==> src/rtl/core/tiad_pkg.sv <==
// shared types, widths and the arctangent step table for the tilt angle core
// no dependencies; used by tiad_cordic_stage and tilt_angle_atan2_degrees_core

package tiad_pkg;

   localparam int CORDIC_STAGES  = 16;
   localparam int ATAN_TABLE_LEN = 24;
   localparam int NUM_STAGES     = (CORDIC_STAGES < ATAN_TABLE_LEN) ?
                                   CORDIC_STAGES : ATAN_TABLE_LEN;

   localparam int SAMPLE_W  = 16;
   localparam int PRESCALE_SHIFT = 8;
   localparam int XY_W      = 28;
   localparam int ACC_W     = 26;
   localparam int FRAC_W    = 16;
   localparam int DEG_W     = ACC_W - FRAC_W;
   localparam int ANGLE_W   = 9;
   localparam int SHIFT_W   = 5;

   localparam logic signed [ACC_W-1:0] BASE_POS = ACC_W'(180 * 65536);
   localparam logic signed [ACC_W-1:0] BASE_NEG = -ACC_W'(180 * 65536);
   localparam logic signed [DEG_W-1:0] DEG_MIN  = -DEG_W'(179);
   localparam logic signed [DEG_W-1:0] DEG_MAX  = DEG_W'(180);

   typedef struct packed {
      logic signed [XY_W-1:0]  x;
      logic signed [XY_W-1:0]  y;
      logic signed [ACC_W-1:0] acc;
      logic                    zero;
   } cordic_data_type;

   // atan(2^-i) in degrees, 16 fraction bits
   function automatic logic signed [ACC_W-1:0] atan_step(input int idx);
      logic signed [ACC_W-1:0] val;
      case (idx)
         0:       val = ACC_W'(2949120);
         1:       val = ACC_W'(1740967);
         2:       val = ACC_W'(919879);
         3:       val = ACC_W'(466945);
         4:       val = ACC_W'(234379);
         5:       val = ACC_W'(117304);
         6:       val = ACC_W'(58666);
         7:       val = ACC_W'(29335);
         8:       val = ACC_W'(14668);
         9:       val = ACC_W'(7334);
         10:      val = ACC_W'(3667);
         11:      val = ACC_W'(1833);
         12:      val = ACC_W'(917);
         13:      val = ACC_W'(458);
         14:      val = ACC_W'(229);
         15:      val = ACC_W'(115);
         16:      val = ACC_W'(57);
         17:      val = ACC_W'(29);
         18:      val = ACC_W'(14);
         19:      val = ACC_W'(7);
         20:      val = ACC_W'(4);
         21:      val = ACC_W'(2);
         22:      val = ACC_W'(1);
         default: val = '0;
      endcase
      return val;
   endfunction

endpackage

==> src/rtl/core/tiad_cordic_stage.sv <==
// one registered vectoring cordic iteration with its own valid/ready slot
// depends on tiad_pkg for the data struct and widths

module tiad_cordic_stage (
   input  logic                                  clock,
   input  logic                                  reset,
   input  logic [tiad_pkg::SHIFT_W-1:0]          shift_amt,
   input  logic signed [tiad_pkg::ACC_W-1:0]     atan_inc,
   input  logic                                  in_valid,
   output logic                                  in_ready,
   input  tiad_pkg::cordic_data_type             in_data,
   output logic                                  out_valid,
   input  logic                                  out_ready,
   output tiad_pkg::cordic_data_type             out_data
);

   logic                        valid_ff;
   tiad_pkg::cordic_data_type   data_ff;
   tiad_pkg::cordic_data_type   data_in;
   logic signed [tiad_pkg::XY_W-1:0] xs;
   logic signed [tiad_pkg::XY_W-1:0] ys;

   assign in_ready  = !valid_ff || out_ready;
   assign out_valid = valid_ff;
   assign out_data  = data_ff;

   always_comb begin
      xs      = in_data.x >>> shift_amt;
      ys      = in_data.y >>> shift_amt;
      data_in = in_data;
      if (!in_data.y[tiad_pkg::XY_W-1]) begin
         data_in.x   = in_data.x + ys;
         data_in.y   = in_data.y - xs;
         data_in.acc = in_data.acc + atan_inc;
      end else begin
         data_in.x   = in_data.x - ys;
         data_in.y   = in_data.y + xs;
         data_in.acc = in_data.acc - atan_inc;
      end
   end

   always_ff @(posedge clock) begin
      if (reset) begin
         valid_ff <= 1'b0;
      end else if (in_ready) begin
         valid_ff <= in_valid;
      end
   end

   always_ff @(posedge clock) begin
      if (in_valid && in_ready) begin
         data_ff <= data_in;
      end
   end

endmodule

==> src/rtl/core/tilt_angle_atan2_degrees_core.sv <==
// top level: tilt angle atan2(z, -y) in whole degrees through a pipelined cordic
// depends on tiad_pkg and tiad_cordic_stage
//
// usage
//   req channel: one item is a signed y and z accelerometer sample, taken when
//   req_valid and req_ready are both high.
//   rsp channel: one item per sample, rsp_angle_deg in -179..180, truncated
//   toward zero, in the order the samples came in.
//   pipeline: one fold stage, one stage per cordic iteration, one truncate and
//   clamp stage.
//   throughput: one item per cycle; every stage holds its own valid bit, so a
//   new sample can enter each cycle as long as the pipeline moves.
//   stalls: each stage keeps its item while the stage after it is full and
//   not moving; empty stages still fill, so req_ready stays high until every
//   stage holds an item and rsp_ready is low.
//   reset: synchronous, clears all valid bits; no item is lost or repeated
//   across a stall, and there is no configuration or kept state.

module tilt_angle_atan2_degrees_core (
   input  logic                                  clock,
   input  logic                                  reset,
   input  logic                                  req_valid,
   output logic                                  req_ready,
   input  logic signed [tiad_pkg::SAMPLE_W-1:0]  req_accel_y,
   input  logic signed [tiad_pkg::SAMPLE_W-1:0]  req_accel_z,
   output logic                                  rsp_valid,
   input  logic                                  rsp_ready,
   output logic signed [tiad_pkg::ANGLE_W-1:0]   rsp_angle_deg
);

   localparam int N = tiad_pkg::NUM_STAGES;

   logic                      stage_valid [0:N];
   logic                      stage_ready [0:N];
   tiad_pkg::cordic_data_type stage_data  [0:N];

   // fold stage
   logic                        prep_valid_ff;
   tiad_pkg::cordic_data_type   prep_ff;
   tiad_pkg::cordic_data_type   prep_in;
   logic signed [tiad_pkg::XY_W-1:0] xv;
   logic signed [tiad_pkg::XY_W-1:0] yv;

   always_comb begin
      xv = -(tiad_pkg::XY_W'(req_accel_y) <<< tiad_pkg::PRESCALE_SHIFT);
      yv = tiad_pkg::XY_W'(req_accel_z) <<< tiad_pkg::PRESCALE_SHIFT;
      prep_in.zero = (req_accel_y == '0) && (req_accel_z == '0);
      if (xv[tiad_pkg::XY_W-1]) begin
         prep_in.x   = -xv;
         prep_in.y   = -yv;
         prep_in.acc = yv[tiad_pkg::XY_W-1] ? tiad_pkg::BASE_NEG : tiad_pkg::BASE_POS;
      end else begin
         prep_in.x   = xv;
         prep_in.y   = yv;
         prep_in.acc = '0;
      end
   end

   assign req_ready = !prep_valid_ff || stage_ready[0];

   always_ff @(posedge clock) begin
      if (reset) begin
         prep_valid_ff <= 1'b0;
      end else if (req_ready) begin
         prep_valid_ff <= req_valid;
      end
   end

   always_ff @(posedge clock) begin
      if (req_valid && req_ready) begin
         prep_ff <= prep_in;
      end
   end

   assign stage_valid[0] = prep_valid_ff;
   assign stage_data[0]  = prep_ff;

   // cordic iterations
   for (genvar k = 0; k < N; k++) begin : g_stage
      tiad_cordic_stage u_stage (
         .clock     (clock),
         .reset     (reset),
         .shift_amt (tiad_pkg::SHIFT_W'(k)),
         .atan_inc  (tiad_pkg::atan_step(k)),
         .in_valid  (stage_valid[k]),
         .in_ready  (stage_ready[k]),
         .in_data   (stage_data[k]),
         .out_valid (stage_valid[k+1]),
         .out_ready (stage_ready[k+1]),
         .out_data  (stage_data[k+1])
      );
   end

   // truncate toward zero and clamp
   logic                                     out_valid_ff;
   logic signed [tiad_pkg::ANGLE_W-1:0]      angle_ff;
   logic signed [tiad_pkg::ANGLE_W-1:0]      angle_in;
   logic signed [tiad_pkg::DEG_W-1:0]        deg_floor;
   logic signed [tiad_pkg::DEG_W-1:0]        deg_trunc;
   logic                                     frac_nz;

   always_comb begin
      deg_floor = stage_data[N].acc[tiad_pkg::ACC_W-1:tiad_pkg::FRAC_W];
      frac_nz   = |stage_data[N].acc[tiad_pkg::FRAC_W-1:0];
      deg_trunc = deg_floor +
                  tiad_pkg::DEG_W'(stage_data[N].acc[tiad_pkg::ACC_W-1] && frac_nz);
      if (stage_data[N].zero) begin
         angle_in = '0;
      end else if (deg_trunc < tiad_pkg::DEG_MIN) begin
         angle_in = tiad_pkg::DEG_MIN[tiad_pkg::ANGLE_W-1:0];
      end else if (deg_trunc > tiad_pkg::DEG_MAX) begin
         angle_in = tiad_pkg::DEG_MAX[tiad_pkg::ANGLE_W-1:0];
      end else begin
         angle_in = deg_trunc[tiad_pkg::ANGLE_W-1:0];
      end
   end

   assign stage_ready[N] = !out_valid_ff || rsp_ready;

   always_ff @(posedge clock) begin
      if (reset) begin
         out_valid_ff <= 1'b0;
      end else if (stage_ready[N]) begin
         out_valid_ff <= stage_valid[N];
      end
   end

   always_ff @(posedge clock) begin
      if (stage_valid[N] && stage_ready[N]) begin
         angle_ff <= angle_in;
      end
   end

   assign rsp_valid     = out_valid_ff;
   assign rsp_angle_deg = angle_ff;

   a_angle_range : assert property (@(posedge clock) disable iff (reset)
      rsp_valid |-> (rsp_angle_deg >= -9'sd179) && (rsp_angle_deg <= 9'sd180))
      else $error("angle out of range");

   a_fold_right_half : assert property (@(posedge clock) disable iff (reset)
      prep_valid_ff |-> !prep_ff.x[tiad_pkg::XY_W-1])
      else $error("folded x is negative");

   a_zero_sample : assert property (@(posedge clock) disable iff (reset)
      (prep_valid_ff && prep_ff.zero) |-> (prep_ff.x == '0) && (prep_ff.y == '0))
      else $error("zero flag on nonzero vector");

   a_fill_when_empty : assert property (@(posedge clock) disable iff (reset)
      !prep_valid_ff |-> req_ready)
      else $error("input blocked with empty fold stage");

endmodule
==> config.mk <==
export PLATFORM = sky130hd
export DESIGN_NAME = tilt_angle_atan2_degrees_core
export DESIGN_NICKNAME = d
export VERILOG_FILES = /design/src/rtl/core/tiad_pkg.sv /design/src/rtl/core/tiad_cordic_stage.sv /design/src/rtl/core/tilt_angle_atan2_degrees_core.sv
export SDC_FILE = /design/constraint.sdc
export NUM_CORES = 2
export LEC_CHECK = 0
export ABC_AREA = 1
export BUFFER_PORTS_ARGS = -buffer_cell sky130_fd_sc_hd__buf_2
export CORE_UTILIZATION = 30
export DETAILED_ROUTE_END_ITERATION = 6
export GPL_TIMING_DRIVEN = 0
export SLEW_MARGIN = 25
export SYNTH_ARGS = -nofsm -noshare
export SYNTH_HDL_FRONTEND = slang
export SYNTH_SLANG_ARGS = --single-unit
==> constraint.sdc <==
create_clock -name clock -period 6.9 [get_ports clock]
set_input_delay 1.38 -clock clock [delete_from_list [all_inputs] [get_ports clock]]
set_output_delay 1.38 -clock clock [all_outputs]
set_load 0.005 [all_outputs]
Word level (Yosys, flattened, before mapping)
Cells that the tools add are included.

word-level totals
  register bits = 1,354
  bits of input ports = 36
  output and inout bits = 11
  word-level logic and storage cells = 264

cells by class
  add/sub/neg operators = 93
  order comparisons = 2
  multiplexer cells = 20
  reduce and logical (&&, ||, !) cells = 61

operators by type and width
  cell              number
  $mux W82          14
  $mux W81          1
  $add A28 B15 Y28  2
  $add A28 B16 Y28  2
  $add A28 B17 Y28  2
  $add A28 B18 Y28  2
  $add A28 B19 Y28  2
  $add A28 B20 Y28  2
  $add A28 B21 Y28  2
  $add A28 B22 Y28  2
  $add A28 B23 Y28  2
  $add A28 B24 Y28  2
  $add A28 B25 Y28  2
  $add A28 B26 Y28  2
  $add A28 B27 Y28  2
  $neg A24 Y28      2
  $sub A28 B15 Y28  2
  $sub A28 B16 Y28  2
  $sub A28 B17 Y28  2
  $sub A28 B18 Y28  2
  $sub A28 B19 Y28  2
  $sub A28 B20 Y28  2
  $sub A28 B21 Y28  2
  $sub A28 B22 Y28  2
  other kinds (55)  117

Longest topological paths before layout
  depth after elaboration = 20
  gate-level depth with buffers = 23
  mapped depth without buffers = 23

By module
Synthesis repeated with hierarchy kept, for this count alone.

second synthesis, totals
  cells, all modules = 29,994
  area, all modules = 191,376.0 um2

by module, submodules not included
  module                                      times used  cells an instance  area each (um2)  seq. area each (um2)
  tiad_cordic_stage (g_stage[0].u_stage ...)  10          1,838              11,649.9         2,512.4
  tiad_cordic_stage (g_stage[6].u_stage)      1           1,868              12,320.6         2,512.4
  tiad_cordic_stage (g_stage[9].u_stage)      1           1,858              11,997.8         2,512.4
  tiad_cordic_stage (g_stage[12].u_stage)     1           1,909              11,921.4         2,512.4
  tiad_cordic_stage (g_stage[7].u_stage)      1           1,847              11,832.6         2,512.4
  tiad_cordic_stage (g_stage[8].u_stage)      1           1,887              11,818.8         2,512.4
  tiad_cordic_stage (g_stage[5].u_stage)      1           1,862              11,715.0         2,512.4
  tilt_angle_atan2_degrees_core               1           383                3,270.6          1,631.6

Least setup slack after synthesis
No wires, ideal clock.

  path kind = input to register
  start point = input port rsp_ready
  end point = register g_stage[4].u_stage.data_ff (netlist bit g_stage[4].u_stage.out_data[0]) (enable)
  setup time = 0.549 ns
  data arrival time = 5.959 ns
  required time = 6.351 ns
  path slack = 0.391 ns
  stages on the path = 10
  buffers on the path = 0
  path through = inv_1 nand3_2 nor2_2 nand4_2 nor2_2 nand2_1 nor2_1 nand3_1 nor2_1 a21oi_1

between the ends
  cells in the longest elaborated chain, start to end = 14

ends and longest elaborated chain
  element                            line                                  source
  start: declaration                 tilt_angle_atan2_degrees_core.sv:27   input logic rsp_ready,
  $logic_or A1 B1 Y1                 tilt_angle_atan2_degrees_core.sv:118  assign stage_ready[N] = !out_valid_ff || rsp_ready;
  $logic_or A1 B1 Y1 (12 in series)  tiad_cordic_stage.sv:23               assign in_ready = !valid_ff || out_ready;
  $logic_and A1 B1 Y1                tiad_cordic_stage.sv:51               if (in_valid && in_ready) begin
  end signal: assignment             tiad_cordic_stage.sv:52               data_ff <= data_in;
  end: declaration                   tiad_cordic_stage.sv:18               tiad_pkg::cordic_data_type data_ff;

No other way between the ends.
A chain may end at the register's enable or synchronous reset.

Worst setup path in the final report
  start point = input port rsp_ready
  end point = output port req_ready

between the ends
  cells in the longest elaborated chain, start to end = 18

ends and longest elaborated chain
  element                            line                                  source
  $logic_or A1 B1 Y1                 tilt_angle_atan2_degrees_core.sv:118
  $logic_or A1 B1 Y1 (16 in series)  tiad_cordic_stage.sv:23
  $logic_or A1 B1 Y1                 tilt_angle_atan2_degrees_core.sv:59   assign req_ready = !prep_valid_ff || stage_ready[0];
  end: declaration                   tilt_angle_atan2_degrees_core.sv:23   output logic req_ready,

No other way between the ends.

==> run summary <==
The power density normalized to cell area was 168 nW/µm². The share of final-layout standard cells stronger than drive strength 1 works out to 3.63%. The setup path with the least slack is of type in2out. The tools report the final worst hold slack as 0.399 ns. The longest clock path from root to sink contains 4 buffers. In the routed design, unresolved DRC markers number 0. 47 I/O pins were placed. 0 antenna diodes ended up in the layout. The initial utilization of the core area, before any placement, comes to 30.2%. Sort of element at the start of the critical path: a primary input. After clock tree synthesis, the flow added hold-fix buffers numbering 0.

The tools report the clock buffer count from CTS as 147. After routing the design area is 112000 µm². Setup slack on the critical path of the routed design comes to 1.40 ns.

Sequential share of the synthesized area: 34.9%. The tools report the number of buffers inserted by post-CTS setup repair as 0. Of all nets on the critical path, the largest fanout is 4. The tree built by TritonCTS fans out to 1180 sinks. The logs give 122000 µm for the detailed-route wire length on metal 1 and 47.2 nW for the leakage dissipation. For this run, the leading register cell type out of synthesis is edfxtp_1.

Post-detailed-route via-to-cell ratio: 4.89. The tools report the pin count of the biggest net entering global routing as 60. The number of levels in the clock H-tree came out at 4. Row generation in the floorplan step produced 212 rows.

The first-pass detailed-route iteration total is 6, and the slew of the pin with the lowest slew margin is 1.06 ns. The run gives 0 as the number of failing setup endpoints in the final timing report. Clock-pin slew was measured on the worst setup and hold paths at 0.06 ns.

The die covers 339000 µm². The worst hold path belongs to the class reg2reg. After layout, the minimum clock period comes to 5.50 ns.

The overall fraction of global-route tracks in use is 15.7%, and the worst setup slack after placement is 1.48 ns. The run gives 2 as the initial antenna violation count. Measured along the x axis, the die boundary spans 583 µm.

In the finished design, the share of the clock period the worst path needs comes to 79.7%. Setup repair after global routing left no endpoint under its margin. The via count of the first global-routing pass came out at 78.6k.

The worst-case IR drop observed on VDD is 0.000202 V. At the worst endpoint, the required time is 5.52 ns. The core region is 334000 µm². Across the run, the number of max-cap violations was 0. Clock tree synthesis selected as its root buffer the cell clkbuf_16. After the last flow step, the layout net total stands at 13.5k. Clock latency at the later pin of the worst-skew pair: 0.83 ns.

For the cell count after placement, the log shows 16.7k. The worst setup path is captured at an output pin. Once detail routing completed, the nets flagged for antenna violations numbered 0.

Data arrival time of the critical path: 4.12 ns. In the detailed route, the total length drawn on met2 is 131000 µm. In the synthesized netlist, the number of instances is 12.1k. Wire length of the first global-routing pass: 430000 µm. The run gives 0 as the final-report hold violation count.

The die is 583 µm tall. The total congestion overflow came out at 0. In this run, synthesis inferred 1162 flip-flops with an integrated enable. Dividing the synthesized area by the synthesized cell count gives 8.36 µm².

During synthesis, Yosys emitted a total of 0 warnings. The max-slew violation count was 0. Routed length on met3: 10400 µm.

The HPWL after detailed placement is 227000 µm. Maximum clock skew at final layout: 0.0592 ns. For the instance area at placement, the log shows 108000 µm².

TritonCTS built the clock tree. Detailed-route wire length: 275000 µm. The fmax is 182 MHz, and the number of non-filler instances in the completed layout is 16.9k. Counting flops and latches in the post-synthesis netlist gives 1180. In the synthesized netlist the async set-or-reset flop fraction comes to 0%. The top layer used by detailed routing was met4. After clock tree synthesis, the repair step resized 0 gates. Summing over every cut layer, the via total after detailed routing is 82.6k.

The area growth from synthesis to layout is 11.1%. Normalized max-slew margin: 28.7%. The run finished with clean final reports. During placement, the flow inserted port buffers numbering 45. The mapped netlist covers 101000 µm². First-iteration detailed-routing DRC count: 5631. The routed wirelength normalized by instance count is 16.2 µm, and the share of the core filled with cells in the final layout is 33.6%.

At the end of routability-driven placement, the weighted congestion stood at 0.946. The unique cell type count in the Yosys netlist is 71.
[logic make-up after synthesis]
family | Yosys count | synth area share, %
and+or+nand+nor | 4067 | 17.0
buffers and inverters | 1480 | 5.53
adders and majority gates | 1152 | 14.5
DFF | 1180 | 34.9
muxes | 1 | 0.00990
AOI/OAI and AO/OA | 2707 | 15.1
xor gates and xnor gates | 1500 | 13.0
other | 1 | 0.00371
[cells in the final DEF (no fill, tap or decap), types with 95 or more instances in the layout]
cell type	instances
nor2_1	1084
nand4_1	139
xor2_1	1001
inv_1	1358
a31oi_1	111
clkbuf_16	149
o21a_1	95
nor3_1	236
ha_1	1117
nand2_1	1979
o21ai_0	658
a21oi_1	1320
xnor2_1	498
edfxtp_1	1162
nand3_1	415
[registers in the layout, summed over array words and instances (netlist names)]
register                   flops
g_stage.u_stage.out_data    1109
prep_ff                       44
g_stage.u_stage.out_valid     16
rsp_angle_deg                  9
prep_valid_ff                  1
rsp_valid                      1
[stage by stage]
| stage | setup TNS (ns) | total power (W) |
|---|---|---|
| after floorplan | 0 | 0.0107 |
| after global placement | -384.41 | 0.0116 |
| after detailed placement | 0 | 0.0116 |
| after CTS | 0 | 0.0191 |
| after global routing | 0 | 0.0197 |
| final | 0 | 0.0189 |
[worst paths after layout]
check / from / endpoint / slack, ns / cells after the start
worst min register to register: g_stage[7].u_stage.out_data[2] / g_stage[8].u_stage.out_data[2] / 0.40 / 0
worst max-delay path: rsp_ready / req_ready / 1.40 / 12
worst min-delay path: g_stage[7].u_stage.out_data[2] / g_stage[8].u_stage.out_data[2] / 0.40 / 0
worst max register to register: g_stage[10].u_stage.out_data[54] / g_stage[11].u_stage.out_data[46] / 1.44 / 11
[critical path: stages]
cell     delay, ns
buf_2         0.09
inv_1         0.21
nand3_2       0.15
nor2_2        0.17
nand4_2       0.13
nor2_2        0.42
nand4_1       0.25
nor2_1        0.17
nand4_1       0.35
nor2_2        0.30
nand4_2       0.26
buf_2         0.22
[cells in the mapped netlist, drive strengths merged (5+ instances only)]
cell type | instances | area [µm²]
fa | 35 | 701
dfxtp | 18 | 360
buf | 28 | 138
o21ai | 743 | 3760
a21boi | 94 | 706
o22ai | 5 | 31.3
o221a | 11 | 124
or2 | 39 | 246
o31ai | 23 | 183
o221ai | 23 | 201
nor4 | 96 | 664
o211ai | 50 | 375
nand4 | 141 | 895
a221oi | 26 | 228
o21a | 95 | 713
clkbuf | 76 | 285
a211oi | 15 | 118
clkinv | 5 | 18.8
edfxtp | 1162 | 34900
nand3b | 15 | 113
nand3 | 421 | 2140
a21o | 57 | 428
inv | 1371 | 5150
a21oi | 1328 | 6660
xor2 | 1002 | 8780
o211a | 7 | 70.1
nand2 | 1982 | 7450
nor3b | 12 | 95.1
o2111ai | 31 | 272
nor3 | 254 | 1370
o21bai | 79 | 597
xnor2 | 498 | 4360
nor2 | 1105 | 4200
a31oi | 111 | 694
ha | 1117 | 14000
[layer usage]
layer  vias up  GRT usage (%)
met4         0           6.28
met5         -              0
met3       458           1.52
met2      1788           27.4
met1     38047           19.7
li1      42335              -
[layout make-up]
type                    instances  area [µm²]
flip-flops and latches       1180       35300
multi-input cells            9429       60300
repair buffers                 76         986
well taps                    4494        5620
clock buffers                 167        3800
fillers                     35125      222000
clock inverters                84         718
plain buffers                 104         429
inverters                    1376        5180
[power by group]
part | total [W] | switching [W] | internal, W | leakage (nW)
clock network | 0.00739 | 0.00312 | 0.00427 | 2.20
registers | 0.00834 | 0.000194 | 0.00814 | 10.7
logic | 0.00316 | 0.00203 | 0.00113 | 34.4
total | 0.0189 | 0.00534 | 0.0135 | 47.2
Power figures use the tool's default switching activity.
